**config.mk**
```make
export PLATFORM = sky130hd
export DESIGN_NAME = mfs_queue
export DESIGN_NICKNAME = d
export VERILOG_FILES = /design/src/rtl/mfs_pkg.sv /design/src/rtl/mfs_queue.sv
export SDC_FILE = /design/constraint.sdc
export NUM_CORES = 1
export LEC_CHECK = 0
export ABC_AREA = 1
export BUFFER_PORTS_ARGS = -buffer_cell sky130_fd_sc_hd__buf_2
export CORE_AREA = 10 10 113 115
export DETAILED_ROUTE_END_ITERATION = 8
export DIE_AREA = 0 0 123 125
export PLACE_DENSITY = 0.75
export SETUP_SLACK_MARGIN = 0.1
export SKIP_LAST_GASP = 1
export SLEW_MARGIN = 20
export SYNTH_ARGS = -nofsm -noshare
export SYNTH_HDL_FRONTEND = slang
export SYNTH_SLANG_ARGS = --single-unit
```
**constraint.sdc**
```tcl
create_clock -name clock -period 5 [get_ports clock]
set_input_delay 0.25 -clock clock [delete_from_list [all_inputs] [get_ports clock]]
set_output_delay 0.25 -clock clock [all_outputs]
set_load 0.05 [all_outputs]
```
**src/rtl/mfs_pkg.sv**
```systemverilog
`timescale 1ns / 1ps
package mfs_pkg;

   // store geometry
   localparam int NUM_USERS    = 1024;
   localparam int NUM_ITEMS    = 2048;
   localparam int NUM_FEATURES = 64;
   localparam int USER_W       = $clog2(NUM_USERS);
   localparam int ITEM_W       = $clog2(NUM_ITEMS);
   localparam int FEAT_W       = $clog2(NUM_FEATURES);
   localparam int UF_DEPTH     = NUM_USERS * NUM_FEATURES;
   localparam int IF_DEPTH     = NUM_ITEMS * NUM_FEATURES;
   localparam int UF_AW        = $clog2(UF_DEPTH);
   localparam int IF_AW        = $clog2(IF_DEPTH);

   // command queue between front and back
   localparam int QUEUE_DEPTH  = 2;
   localparam int QPTR_W       = $clog2(QUEUE_DEPTH);
   localparam int QCNT_W       = $clog2(QUEUE_DEPTH + 1);

   // csr register indexes
   localparam logic [1:0] CSR_GLOBAL_MEAN = 2'd0;
   localparam logic [1:0] CSR_LEARN_RATE  = 2'd1;
   localparam logic [1:0] CSR_REG_WEIGHT  = 2'd2;

   // reset values of the csr registers
   localparam logic signed [31:0] GLOBAL_MEAN_RESET = 32'sd229376;
   localparam logic [15:0]        LEARN_RATE_RESET  = 16'd2621;
   localparam logic [15:0]        REG_WEIGHT_RESET  = 16'd9830;

   localparam logic signed [31:0] ONE_Q16 = 32'sd65536;

   typedef enum logic [2:0] {
      OP_LOAD_UF   = 3'd0,
      OP_LOAD_IF   = 3'd1,
      OP_LOAD_UB   = 3'd2,
      OP_LOAD_IB   = 3'd3,
      OP_TRAIN     = 3'd4,
      OP_PREDICT   = 3'd5,
      OP_RSVD6     = 3'd6,
      OP_RSVD7     = 3'd7
   } op_type;

   typedef enum logic {
      KIND_PREDICTION = 1'b0,
      KIND_ERROR      = 1'b1
   } kind_type;

   typedef struct packed {
      op_type              op;
      logic [USER_W-1:0]   user_id;
      logic [ITEM_W-1:0]   item_id;
      logic [FEAT_W-1:0]   feature_index;
      logic signed [31:0]  load_value;
      logic [2:0]          rating_value;
   } cmd_type;

   typedef struct packed {
      logic signed [31:0] global_mean;
      logic [15:0]        learn_rate;
      logic [15:0]        reg_weight;
   } cfg_type;

   typedef struct packed {
      logic    push;
      cmd_type data;
   } push_type;

   typedef struct packed {
      logic    empty;
      logic    full;
      cmd_type data;
   } queue_status_type;

   typedef enum logic [3:0] {
      BK_IDLE,
      BK_DISPATCH,
      BK_BIAS,
      BK_PRED,
      BK_CLAMP,
      BK_ERR,
      BK_UMUL,
      BK_USUB,
      BK_UMUL2,
      BK_UADD,
      BK_FREAD,
      BK_FWAIT
   } back_state_type;

   typedef enum logic [1:0] {
      TG_UB,
      TG_IB,
      TG_UF,
      TG_IF
   } target_type;

   // saturate to signed 32 bits
   function automatic logic signed [31:0] sat32(input logic signed [63:0] x);
      if (x > 64'sd2147483647)
         return 32'sh7fffffff;
      else if (x < -64'sd2147483648)
         return 32'sh80000000;
      else
         return x[31:0];
   endfunction

   // back to q16.16, rounding half up
   function automatic logic signed [63:0] rnd16(input logic signed [63:0] x);
      logic signed [63:0] y;
      y = x + 64'sd32768;
      return y >>> 16;
   endfunction

endpackage

```
**src/rtl/mfs_queue.sv**
```systemverilog
`timescale 1ns / 1ps
module mfs_queue import mfs_pkg::*; (
   input  logic             clock,
   input  logic             reset,
   input  push_type         push,
   input  logic             pop,
   output queue_status_type status
);

   cmd_type             entry_ff [QUEUE_DEPTH];
   logic [QPTR_W-1:0]   wr_ptr_ff, wr_ptr_in;
   logic [QPTR_W-1:0]   rd_ptr_ff, rd_ptr_in;
   logic [QCNT_W-1:0]   count_ff, count_in;

   // pointer and fill count
   always_comb begin
      wr_ptr_in = wr_ptr_ff;
      rd_ptr_in = rd_ptr_ff;
      count_in  = count_ff;
      if (push.push) begin
         wr_ptr_in = (wr_ptr_ff == QPTR_W'(QUEUE_DEPTH - 1)) ? '0 : wr_ptr_ff + 1'b1;
      end
      if (pop) begin
         rd_ptr_in = (rd_ptr_ff == QPTR_W'(QUEUE_DEPTH - 1)) ? '0 : rd_ptr_ff + 1'b1;
      end
      if (push.push && !pop)
         count_in = count_ff + 1'b1;
      else if (pop && !push.push)
         count_in = count_ff - 1'b1;
   end

   always_ff @(posedge clock) begin
      if (reset) begin
         wr_ptr_ff <= '0;
         rd_ptr_ff <= '0;
         count_ff  <= '0;
      end else begin
         wr_ptr_ff <= wr_ptr_in;
         rd_ptr_ff <= rd_ptr_in;
         count_ff  <= count_in;
      end
   end

   // entry storage
   always_ff @(posedge clock) begin
      if (push.push)
         entry_ff[wr_ptr_ff] <= push.data;
   end

   assign status.empty = (count_ff == '0);
   assign status.full  = (count_ff == QCNT_W'(QUEUE_DEPTH));
   assign status.data  = entry_ff[rd_ptr_ff];

endmodule

```
==> results.json <==
{
  "die_w_um": 123,
  "ir_worst_vdd_mv": 0.2448,
  "post_cts_buffers": 0,
  "cts_made_buffers": 17,
  "nets": 523,
  "seq_area_mm2": 0.004008,
  "synth_compound_area_frac": 0.001954,
  "fin_ws_ns": 2.645,
  "ys_ff_latch": 135,
  "grt.total_usage": 0.1372,
  "fin_tns_setup_ns": 0,
  "worst_setup_path_start_kind": "register",
  "antenna_found_initial": 0,
  "portBuffers": 135,
  "final.fill_count": 697,
  "multi_input_area_mm2": 0.001020,
  "arrival_ns": 2.10,
  "final_common_cell": "buf_2",
  "tritoncts": "done",
  "max_freq_mhz": 424.7,
  "synth_top_family_by_area": "multiplexers",
  "slew-limit-headroom": 0.4137,
  "max_slew.worst_pin.slew_ns": 0.8794,
  "rsz0062_at_grt": "no",
  "drv_cap": 0,
  "finClkSkew_ns": 0.004693,
  "gr-total-overflow": 0,
  "period_minus_slack_ns": 2.355,
  "ys.warnings.count": 0,
  "setup_violations": 0,
  "required_ns": 4.75,
  "ys_seq_area_frac": 0.7816,
  "crit_fanout": 39,
  "clockBufferDepth": 2,
  "hold_viol": 0,
  "avgRoutedWirePerCell_um": 16.91,
  "maxUsedRoutingLayer": "met4",
  "wl_um": 10250,
  "synth_area_per_cell_um2": 21.80,
  "most-common-layout-cells": "buf_2 (135), edfxtp_1 (130), dlygate4sd3_1 (68)",
  "dieArea_mm2": 0.01538,
  "pin_count": 136,
  "place_ws_ns": 2.901,
  "cts_root_buf": "clkbuf_8",
  "max_stage_delay_ns": 0.64,
  "crit_buf_inv": 2,
  "hold_buffers": 68,
  "viasPerCell": 4.604,
  "critPathTopFamily": "flip-flops",
  "die_h_um": 125,
  "reg2reg_from": "wr_ptr_ff",
  "drtIter0Drc": 160,
  "num_vias": 2790,
  "start_util": 0.4831,
  "rows": 38,
  "synth_fp_nets": 305,
  "clkLatencyLatePin_ns": 0.51,
  "hp-class": "in2reg",
  "p_leak_nw": 2.890,
  "gp_congestion": 0.6881,
  "drc": 0,
  "dr.pass1.iters": 4,
  "yosys.area_share.simple": 0.01197,
  "rrSetupSlack_ns": 3.05,
  "cpMaxStageDelayCell": "dfxtp_4",
  "first_global_vias": 3139,
  "route.met3.wl_um": 820,
  "grt_max_degree": 67,
  "grt_pass1_wl_um": 16210,
  "drive_gt1_frac": 0.4936,
  "fin_crit_sh": 0.4710,
  "antenna_left": 0,
  "synth.area.mux_share": 0.1795,
  "powerDensity_mw_per_mm2": 416.2,
  "holdCritStartpoint": "push[65]",
  "hold_path_end": "wr_ptr_ff",
  "clk_pin_slew_worst_paths_ns": 0.05,
  "cp-end-kind": "primary output",
  "synth_xor_area_frac": 0.001710,
  "core_region_area_mm2": 0.01060,
  "r2r_cells": 2,
  "crit_chain": "buf_16 -> mux2_2 -> buf_2",
  "post_cts_resized": 0,
  "report.final.slew_viol_count": 0,
  "netlist_instances": 235,
  "htree_levels": 4,
  "dr_wl_met2_um": 5133,
  "synthDistinctLibCells": 16,
  "crit-reg2reg-capture": "entry_ff[0][13]",
  "wl_met1_um": 4114,
  "dp_hpwl_um": 6436,
  "holdPathStages": 3,
  "outcome": "complete, no violations",
  "synthAdderAreaFrac": 0.002443,
  "clock_sinks": 135,
  "num_antenna_cells": 0,
  "area_growth_pct": 40.40,
  "mappedNetlistArea_mm2": 0.005122,
  "worstSetupPathType": "reg2out"
}
[routing by layer]
layer	vias up	GRT usage
li1	1345	-
met1	1311	0.1558
met2	116	0.2263
met3	18	0.05041
met4	0	0.05963
met5	-	0
[final cells by class]
class                   instances  area share
flip-flops and latches        135      0.5572
repair buffers                206      0.1945
multi-input cells              84      0.1418
clock buffers                  18     0.05811
well taps                     140     0.02436
clock inverters                14     0.01931
inverters                       9    0.004697
[worst reg2reg max path: stages (launching register included)]
cell     delay [ns]
dfxtp_1        0.34
nor2_4         0.64
buf_4          0.57
[cell families (layout without fill, tap and decap cells)]
group | count (synthesis) | count (layout)
AND/OR/NAND/NOR | 15 | 15
AO/OA/AOI/OAI | 2 | 2
adder cells (fa/ha/maj) | 1 | 1
buffers and inverters | 16 | 247
multiplexers | 65 | 65
XOR/XNOR | 1 | 1
flip-flops | 135 | 135
[state kept, by name, indices dropped and copies added (netlist names), named ones only]
register,cells
entry_ff,130
count_ff,2
rd_ptr_ff,1
wr_ptr_ff,1
[power by group]
group          internal (W)  switching (W)  total [W]
sequential          0.00131      0.0000272    0.00134
clock              0.000743       0.000419    0.00116
combinational      0.000181       0.000313   0.000494
[worst max-delay path by stage]
stage          slack, ns         endpoint      start  cells past startpoint
4_1_cts             2.42       status[54]   register                      2
3_5_place_dp        2.90  entry_ff[0][47]   push[65]                      4
2_1_floorplan       1.47   entry_ff[0][0]  wr_ptr_ff                      1
5_1_grt             2.56       status[54]   register                      3
6_report            2.65       status[54]   register                      3
3_3_place_gp        2.97  entry_ff[0][39]   push[65]                      4
[Yosys cell counts]
library cell | instances | area (um^2)
nand2_1 | 5 | 18.77
buf_6 | 6 | 67.56
ha_1 | 1 | 12.51
xnor2_1 | 1 | 8.760
nand3_1 | 1 | 5.000
dfxtp_1 | 5 | 100.1
buf_2 | 1 | 5.000
a21oi_1 | 1 | 5.000
nor2_1 | 7 | 26.28
o21ai_0 | 1 | 5.000
mux2_4 | 50 | 750.7
edfxtp_1 | 130 | 3904
mux2_2 | 15 | 168.9
nor3_1 | 1 | 5.000
inv_1 | 9 | 33.78
nand4_1 | 1 | 6.260
[through the flow]
step | util | instance area [um^2] | total power (W) | instances | hold WS [ns]
6_report | 0.6783 | 7192 | 0.002993 | 606 | 0.04524
3_5_place_dp | 0.5590 | 5927 | 0.001815 | 505 | 0.4407
5_1_grt | 0.6783 | 7192 | 0.003094 | 606 | 0.03570
3_3_place_gp | 0.5590 | 5927 | 0.001805 | 505 | 0.4387
2_1_floorplan | - | 5122 | 0.001712 | 235 | 0.3224
4_1_cts | 0.6757 | 7164 | 0.003019 | 605 | 0.01491
Power figures use the tool's default switching activity.
